--- src/hdl/bbc_pkg.sv ---
// ----------------------------------------------------------------------------
// bbc_pkg: shared types and constants of the bracket balance checker
// Bracket kinds, quote kinds, character codes, the stack port bundle
// and the byte classification functions.
// ----------------------------------------------------------------------------
package bbc_pkg;

    localparam int STACK_DEPTH = 256;
    localparam int AW = (STACK_DEPTH > 1) ? $clog2(STACK_DEPTH) : 1;
    localparam int DW = $clog2(STACK_DEPTH + 1);
    localparam int CHAR_W = 8;

    typedef enum logic [1:0] {
        KIND_NONE   = 2'd0,
        KIND_ROUND  = 2'd1,
        KIND_SQUARE = 2'd2,
        KIND_CURLY  = 2'd3
    } t_kind;

    typedef enum logic [1:0] {
        Q_NONE   = 2'd0,
        Q_SINGLE = 2'd1,
        Q_DOUBLE = 2'd2,
        Q_BACK   = 2'd3
    } t_quote;

    localparam logic [CHAR_W-1:0] CH_LPAREN = 8'h28;
    localparam logic [CHAR_W-1:0] CH_RPAREN = 8'h29;
    localparam logic [CHAR_W-1:0] CH_LBRACK = 8'h5B;
    localparam logic [CHAR_W-1:0] CH_RBRACK = 8'h5D;
    localparam logic [CHAR_W-1:0] CH_LBRACE = 8'h7B;
    localparam logic [CHAR_W-1:0] CH_RBRACE = 8'h7D;
    localparam logic [CHAR_W-1:0] CH_SQUOTE = 8'h27;
    localparam logic [CHAR_W-1:0] CH_DQUOTE = 8'h22;
    localparam logic [CHAR_W-1:0] CH_BTICK  = 8'h60;
    localparam logic [CHAR_W-1:0] CH_BSLASH = 8'h5C;

    typedef struct packed {
        logic          push;
        logic [AW-1:0] wr_addr;
        t_kind         wr_kind;
        logic [AW-1:0] rd_addr;
    } t_stack_op;

    function automatic t_quote quote_code(input logic [CHAR_W-1:0] c);
        t_quote q;
        case (c)
            CH_SQUOTE: q = Q_SINGLE;
            CH_DQUOTE: q = Q_DOUBLE;
            CH_BTICK:  q = Q_BACK;
            default:   q = Q_NONE;
        endcase
        return q;
    endfunction

    function automatic t_kind open_kind(input logic [CHAR_W-1:0] c);
        t_kind k;
        case (c)
            CH_LPAREN: k = KIND_ROUND;
            CH_LBRACK: k = KIND_SQUARE;
            CH_LBRACE: k = KIND_CURLY;
            default:   k = KIND_NONE;
        endcase
        return k;
    endfunction

    function automatic t_kind close_kind(input logic [CHAR_W-1:0] c);
        t_kind k;
        case (c)
            CH_RPAREN: k = KIND_ROUND;
            CH_RBRACK: k = KIND_SQUARE;
            CH_RBRACE: k = KIND_CURLY;
            default:   k = KIND_NONE;
        endcase
        return k;
    endfunction

endpackage

--- src/hdl/bbc_ctrl.sv ---
// ----------------------------------------------------------------------------
// bbc_ctrl: per-byte state update of the bracket balance checker
// Holds depth, quote, escape, failure and top-of-stack registers and
// computes the verdict on the final byte of an expression.
// ----------------------------------------------------------------------------
module bbc_ctrl (
    input  logic                        i_clk,
    input  logic                        i_rst_n,
    input  logic                        i_proc,
    input  logic [bbc_pkg::CHAR_W-1:0]  i_char,
    input  logic                        i_last,
    input  bbc_pkg::t_kind              i_below,
    output bbc_pkg::t_stack_op          o_op,
    output logic                        o_bal
);
    import bbc_pkg::*;

    logic [DW-1:0] r_depth, n_depth;
    t_quote        r_quote, n_quote;
    logic          r_esc, n_esc;
    logic          r_failed, n_failed;
    t_kind         r_top, n_top;
    t_quote        q;
    t_kind         ko;
    t_kind         kc;
    logic [DW-1:0] rd_depth;

    always_comb begin
        n_depth  = r_depth;
        n_quote  = r_quote;
        n_esc    = r_esc;
        n_failed = r_failed;
        n_top    = r_top;
        o_op.push    = 1'b0;
        o_op.wr_addr = r_depth[AW-1:0];
        o_op.wr_kind = KIND_NONE;
        q  = quote_code(i_char);
        ko = open_kind(i_char);
        kc = close_kind(i_char);

        if (i_proc && !r_failed) begin
            if (r_quote != Q_NONE) begin
                if (r_esc) begin
                    n_esc = 1'b0;
                end else if (i_char == CH_BSLASH) begin
                    n_esc = 1'b1;
                end else if (q == r_quote) begin
                    n_quote = Q_NONE;
                end
            end else if (q != Q_NONE) begin
                n_quote = q;
            end else if (ko != KIND_NONE) begin
                if (r_depth == DW'(STACK_DEPTH)) begin
                    n_failed = 1'b1;
                end else begin
                    o_op.push    = 1'b1;
                    o_op.wr_kind = ko;
                    n_top        = ko;
                    n_depth      = r_depth + DW'(1);
                end
            end else if (kc != KIND_NONE) begin
                if (r_depth == '0) begin
                    n_failed = 1'b1;
                end else begin
                    // pop: the prefetched entry below becomes the top
                    n_depth = r_depth - DW'(1);
                    n_top   = i_below;
                    if (r_top != kc) begin
                        n_failed = 1'b1;
                    end
                end
            end
        end

        o_bal = !n_failed && (n_depth == '0) && (n_quote == Q_NONE) && !n_esc;

        if (i_proc && i_last) begin
            n_depth  = '0;
            n_quote  = Q_NONE;
            n_esc    = 1'b0;
            n_failed = 1'b0;
        end

        // prefetch the entry below the next top
        rd_depth     = n_depth - DW'(2);
        o_op.rd_addr = rd_depth[AW-1:0];
    end

    always_ff @(posedge i_clk) begin
        if (!i_rst_n) begin
            r_depth  <= '0;
            r_quote  <= Q_NONE;
            r_esc    <= 1'b0;
            r_failed <= 1'b0;
        end else begin
            r_depth  <= n_depth;
            r_quote  <= n_quote;
            r_esc    <= n_esc;
            r_failed <= n_failed;
        end
        r_top <= n_top;
    end

endmodule

--- config.mk ---
export PLATFORM = sky130hd
export DESIGN_NAME = bbc_ctrl
export DESIGN_NICKNAME = d
export VERILOG_FILES = /design/src/hdl/bbc_pkg.sv /design/src/hdl/bbc_ctrl.sv
export SDC_FILE = /design/constraint.sdc
export NUM_CORES = 1
export LEC_CHECK = 0
export ABC_AREA = 1
export BUFFER_PORTS_ARGS = -buffer_cell sky130_fd_sc_hd__buf_2
export CAP_MARGIN = 0
export CORE_MARGIN = 2
export CORE_UTILIZATION = 57
export DETAILED_ROUTE_END_ITERATION = 12
export PLACE_DENSITY = 0.82
export SLEW_MARGIN = 0
export SYNTH_ARGS = -nofsm -noshare
export SYNTH_HDL_FRONTEND = slang
export SYNTH_SLANG_ARGS = --single-unit
--- constraint.sdc ---
create_clock -name i_clk -period 4.8 [get_ports i_clk]
set_clock_uncertainty 0.15 [all_clocks]
set_input_delay 0.72 -clock i_clk [delete_from_list [all_inputs] [get_ports i_clk]]
set_output_delay 0.72 -clock i_clk [all_outputs]
set_load 0.03 [all_outputs]
Yosys cells after proc, flatten, opt, wreduce, memory -nomap -nowiden
Cells that the tools add are included.

Register bits: 15. Bits of input ports: 14. Output and inout bits: 20. Word-level logic and storage cells: 87.

Eq/ne operators: 15. Bitwise logic cells: 3. Muxes and demuxes: 43. Add/subtract/negate cells: 3. Reduce and logical (&&, ||, !) cells: 18.

Operators by type and width (count): two-way mux 9 bit (8); == test 8 x 7 -> 1 bit, second input constant (6); == test 8 x 6 -> 1 bit, second input constant (4); two-way mux 2 bit (15); zero test 9 bit (2); case mux 2 bit (3 select lines) (3); two-way mux 1 bit (17); nonzero test 2 bit (5); adder 9 x 1 -> 9 bit, second input constant (1); == test 9 bit, second input constant (1); subtractor 9 x 1 -> 9 bit, second input constant (1); subtractor 8 x 2 -> 8 bit, second input constant (1); AND reduction 6 bit (1); logical AND 1 bit (5); inequality test 2 bit, second input constant (2); zero test 1 bit (3); NOT 1 bit (3); == test 2 bit (1); zero test 2 bit (1); inequality test 2 bit (1); OR reduction 2 bit (1).

Longest topological paths before layout
Gate-level depths: netlist of run 1.

Word-level depth: 14. Mapped depth: 19. Mapped depth without buffers: 18.

Least setup slack after synthesis of run 1
Ideal clock, no wire load.

Kind: in2out. Start: input port i_char[7] in the netlist's numbering. End: output port o_op[5] in the netlist's numbering. Required time: 3.930 ns. Cell stages on the path: 17. Path slack: 1.351 ns. Arrival: 2.579 ns. Path through: inv_2 nand2_1 nor2_4 nand2_1 nand2_2 nand2_1 nand2_1 nand3_1 nand2_1 nand2_1 nor2_2 inv_1 ha_1 nand2_1 inv_1 nand2_1 xor2_1.

RTL lines: start, declared (RTL line bbc_ctrl.sv:10) `input logic [bbc_pkg::CHAR_W-1:0] i_char,`; end, declared (RTL line bbc_ctrl.sv:13) `output bbc_pkg::t_stack_op o_op,`.

==> summary.txt, run 1 <==
YS warnings: 0
Post-Route WL: 3773 um
Reg power frac: 0.491
Clk network pwr share: 0.300
Post-DP HPWL: 3046 um
Post-CTS Setup Inserts: 0
Seq cells post-synth: 15
Clock transition at path regs: 100 ps
WP data arrival: 2920 ps
CP Max Fanout: 12
Netlist cell types: 25
Clk root buf: clkbuf_4
DR DRC count: 0
Switching share of power: 0.3211
Power Total: 260.7 uW
Nets@finish: 337
Final Cycle Share: 0.7903
Reg2Reg Depth: 11
Chip width: 58.01 um
Max-slew headroom: 0.6674
DR top layer: met4
Vias in the first global route: 1501
Post-DRT Antenna Nets: 0
Total track usage: 0.2439
Drt pass-1 iters: 4
Max Cap Viol: 0
Critical Path RT: 3930 ps
Die area: 3365 um^2
PortBufs: 33
Clk buf depth: 2
CTS Sinks: 15
P_int: 177.0 uW
Hold buffer count at cts: 0
Main synth FF type: dfxtp_1
Fin crit period: 3793 ps
Mapped Cells: 292
First-pass GRT wire length: 6513 um
Hold depth: 2
Met3 wire len: 254 um
Leak Pwr: 0.9762 nW
# rows: 19
CORE AREA: 2758 um^2
Adder-cell share of the synthesized area: 0.03010
Avg WL per Cell: 10.81 um
GPL Wtd Cong: 0.9342
Post-Syn Nets: 310
Top-area cell type share of the netlist area: 0.1851
Post-Syn Area per Cell: 5.695 um^2
Synth area leader: nand2_1
Largest family of logic cells by synthesized area: simple AND/OR/NAND/NOR gates
Final Setup Violations: 0
Initial Util: 0.6030
Post-synth EDFFs: 2
Combinational Power Share: 0.209
Max IR drop VDD: 0.1697 mV
Synth Area in Simple Gates: 0.5485
Layout cells sized above 1: 0.2107
I/O pin cnt: 34
Worst hold path type: register to register
Status: finished, final reports clean
H-tree Lvls: 1
WL met2: 1598 um
Wl on met1: 1892 um
Top cells by area, synth: nand2_1, dfxtp_1, nor2_1
Unrepaired setup endpoints after global routing: no
Multiplexer share of the synthesized area: 0
Worst slew pin tran: 497.6 ps
Vias: 1779
Xor-xnor portion of the synthesized cell area: 0.03160
Most frequent cell after synthesis: nand2_1
Crit. End Element: primary output
Area grow syn2layout: 8.879%
CTS tree: yes
Sw power: 83.73 uW
Post-synth top cells: nand2_1, nor2_1, inv_1
Drt initial violations: 97
GRT overflow: 0
Compound-cell area share of the yosys netlist: 0.05041
Final Hold Viols: 0
Clk_lat worst skew: 290 ps
Fraction of the yosys area taken by sequential cells: 0.1926
Pwr/cell area: 144.0 nW/um^2
Vias per inst: 5.097
Die height: 58.01 um
Synthesized cell area: 1663 um^2
CTS Buf Count: 3
WS Path Type: input port to primary output
# diodes: 0
Post-synthesis async set-or-reset flop share: 0
Initial antenna violation count: 0
TNS Setup: 0 ps
Slew Viols, Final: 0
Peak Freq: 0.2636 GHz
Post-cts resize count: 0
Worst setup SP type: input port
Largest net degree at the start of global routing: 14
[per-layer routing]
metal	global-route usage	vias to the layer above
met5	0	-
met4	0.05648	0
met3	0.03348	5
met2	0.3701	57
met1	0.3667	765
li1	-	952
[sequential cells by signal (all words and copies together), names as in the netlist]
register,flops
r_depth,9
r_esc,1
r_failed,1
r_quote,2
r_top,2
[power by group through the flow]
stage	Combinational, mW	Sequential [mW]	Clock (mW)
5_1_grt	0.0612	0.128	0.0860
6_report	0.0545	0.128	0.0782
3_3_place_gp	0.0536	0.131	0
3_5_place_dp	0.0542	0.131	0
2_1_floorplan	0.0385	0.131	0
4_1_cts	0.0544	0.128	0.0806
[stage by stage]
stage	hold WS [ps]	util	setup WS [ps]	instance area [um^2]	std cells
3_5_place_dp	331.0	0.6470	1013	1784	345
6_report	341.6	0.6565	1007	1810	349
3_3_place_gp	323.8	0.6470	1109	1784	345
4_1_cts	344.5	0.6565	1010	1810	349
5_1_grt	359.6	0.6565	673.0	1810	349
2_1_floorplan	312.1	-	1351	1663	292
[path summary, 6_finish.rpt]
| check | to | slack [ps] | startpoint |
|---|---|---|---|
| setup reg to reg | r_depth[7]$_SDFF_PN0_ | 2790 | r_depth[0]$_SDFF_PN0_ |
| hold reg to reg | r_failed$_SDFF_PP0_ | 340 | r_failed$_SDFF_PP0_ |
| setup / recovery | o_op[5] | 1010 | i_char[0] |
| hold / removal | r_failed$_SDFF_PP0_ | 340 | r_failed$_SDFF_PP0_ |
[cells in the final DEF, fill, tap and decap left out, drive strengths merged]
master / count
nand2: 92
nor2: 61
inv: 43
buf: 33
nand3: 31
dfxtp: 13
a21oi: 9
nand4: 6
nor3: 5
o21ai: 5
xor2: 4
ha: 4
clkbuf: 4
xnor2: 2
nand3b: 2
edfxtp: 2
a21o: 1
a31oi: 1
[cell type report]
type | count | area (um^2)
multi-input cells | 223 | 1099
repair buffers | 33 | 165.2
clock buffers | 4 | 26.28
fillers | 272 | 947.2
well taps | 31 | 38.79
flip-flops and latches | 15 | 320.3
inverters | 43 | 161.4
[cells by family (layout without fill, tap and decap cells)]
group | count (synthesis) | count (layout)
fa+ha+maj | 4 | 4
compound gates | 16 | 16
flops | 15 | 15
buf+inv | 54 | 80
simple gates | 197 | 197
xor+xnor | 6 | 6
[critical path, stage by stage]
cell,delay [ps]
buf_2,120
nand2_1,80
inv_1,60
nand2_1,60
nor2_1,40
nor2_2,400
nor2_2,90
nor2_4,160
nand3_1,80
nand2_1,80
nand2_1,80
nor2_2,120
inv_1,50
ha_1,200
nand2_1,90
inv_1,50
nand2_1,70
xor2_1,140
buf_2,210
Note: power is estimated with default switching activity, not from simulation.
==> inputs of run 2 (changes only) <==
- CORE_UTILIZATION: 57 -> 55
- PLACE_DENSITY: 0.82 -> 0.8
- clock period: 4.8 -> 3.8 ns (I/O delays scaled with it)
==> summary.txt, run 2 (synthesized netlist as in run 1, its figures left out) <==
Status: finished, final reports clean
Largest regs: r_depth: 9 flops, r_quote: 2 flops, r_top: 2 flops
# rows: 19
Switching share of power: 0.3151
Layout cells sized above 1: 0.2132
Post-DRT Antenna Nets: 0
H-tree Lvls: 1
Largest Register: r_depth
Area grow syn2layout: 9.330%
CORE AREA: 2805 um^2
Peak Freq: 0.2882 GHz
Critical Path RT: 3080 ps
PortBufs: 33
Multi-input gate area: 1099 um^2
Slew Viols, Final: 0
Drt pass-1 iters: 4
Hold buffer count at cts: 0
Crit. End Element: primary output
Die height: 58.99 um
Reg power frac: 0.495
Max-slew headroom: 0.6849
Worst hold path type: register to register
CTS Buf Count: 3
Commonest non-fill, non-tap cell in the layout: nand2_1
Final Hold Viols: 0
Initial antenna violation count: 0
Drt initial violations: 120
Hold_sp: r_failed$_SDFF_PP0_
Combinational Power Share: 0.213
Reg2reg setup slack: 1750 ps
WP data arrival: 2750 ps
TNS Setup: 0 ps
Storage element area: 320.3 um^2
Clk_lat worst skew: 290 ps
GRT overflow: 0
Vias per inst: 5.129
Leak Pwr: 0.9804 nW
Clk network pwr share: 0.293
WS Path Type: register to primary output
Clock transition at path regs: 90 ps
Largest register FFs: 9
Utilization after layout: 0.6481
Max IR drop VDD: 0.1712 mV
Pwr/cell area: 179.7 nW/um^2
Total track usage: 0.2368
DR DRC count: 0
Post-cts resize count: 0
Post-DP HPWL: 3095 um
Fin crit period: 3469 ps
Worst Hold Endpoint: r_failed$_SDFF_PP0_
Nets@finish: 338
Avg WL per Cell: 10.84 um
Final Setup Violations: 0
Hold depth: 2
Vias: 1795
Worst setup SP type: register
Dpl ws: 386.2 ps
Final Cycle Share: 0.9130
CP Max Fanout: 7
GPL Wtd Cong: 0.9225
Final Worst Setup Slack: 330.7 ps
Clk buf depth: 2
Worst slew pin tran: 471.5 ps
Chip width: 58.99 um
CTS tree: yes
First-pass GRT wire length: 6417 um
CTS Sinks: 15
I/O pin cnt: 34
Initial Util: 0.5928
Largest net degree at the start of global routing: 14
Post-Route WL: 3794 um
Unrepaired setup endpoints after global routing: no
Max Cap Viol: 0
Reg2Reg Depth: 11
Clk root buf: clkbuf_4
Vias in the first global route: 1543
Fillers: 271
# diodes: 0
R2R Path Start: r_depth[0]$_SDFF_PN0_
Fin Hold WS: 352.5 ps
R2r endpoint: r_depth[7]$_SDFF_PN0_
Post-CTS Setup Inserts: 0
Most frequent cells in the layout: nand2_1, nor2_1, inv_1
Sw power: 103.0 uW
P_int: 223.8 uW
Die area: 3479 um^2
-- run 2: cell type report --
class / instances / share of cell area
clock buffers: 4 / 0.01445
inverters: 43 / 0.08878
multi-input cells: 223 / 0.6043
flip-flops and latches: 15 / 0.1762
well taps: 31 / 0.02134
repair buffers: 34 / 0.09498
-- run 2: worst max path at each step --
stage               depth (start not counted)                  start      end  slack (ps)
global route                               19              i_char[0]  o_op[5]         120
CTS                                        18  r_depth[0]$_SDFF_PN0_  o_op[5]         340
global placement                           19              i_char[0]  o_op[5]         430
detailed placement                         19              i_char[0]  o_op[5]         390
finish                                     18  r_depth[0]$_SDFF_PN0_  o_op[5]         330
floorplan                                  17              i_char[7]  o_op[5]         650
-- run 2: through the flow --
stage                     power, mW  cell area, um^2  cells
after floorplan              0.2138             1663    292
after global placement       0.2336             1792    346
after detailed placement     0.2342             1792    346
after CTS                    0.3276             1818    350
after global routing         0.3405             1818    350
final                        0.3268             1818    350
-- run 2: metal layers --
metal / global-route usage / part of all wire / vias up
li1: - / - / 948
met1: 0.3338 / 0.49 / 786
met2: 0.3841 / 0.43 / 57
met3: 0.03930 / 0.072 / 4
met4: 0.04545 / 0.0061 / 0
met5: 0 / 0 / -
-- run 2: power groups by stage --
stage	Sequential (mW)	Clock (mW)	Combinational, mW
finish	0.162	0.0956	0.0695
global placement	0.165	0	0.0683
floorplan	0.165	0	0.0486
CTS	0.162	0.0968	0.0692
detailed placement	0.165	0	0.0689
global route	0.162	0.101	0.0774
-- run 2: worst max-delay path: stages (launching register included) --
cell,delay (ps)
dfxtp_1,420
inv_1,120
ha_1,220
inv_1,60
nor2_2,60
nand3_1,140
nor2_2,70
nor2_4,170
nand3_1,110
nand2_1,90
nand2_1,80
nor2_2,130
inv_1,60
ha_1,200
nand2_1,90
inv_1,50
nand2_1,60
xor2_1,130
buf_2,210
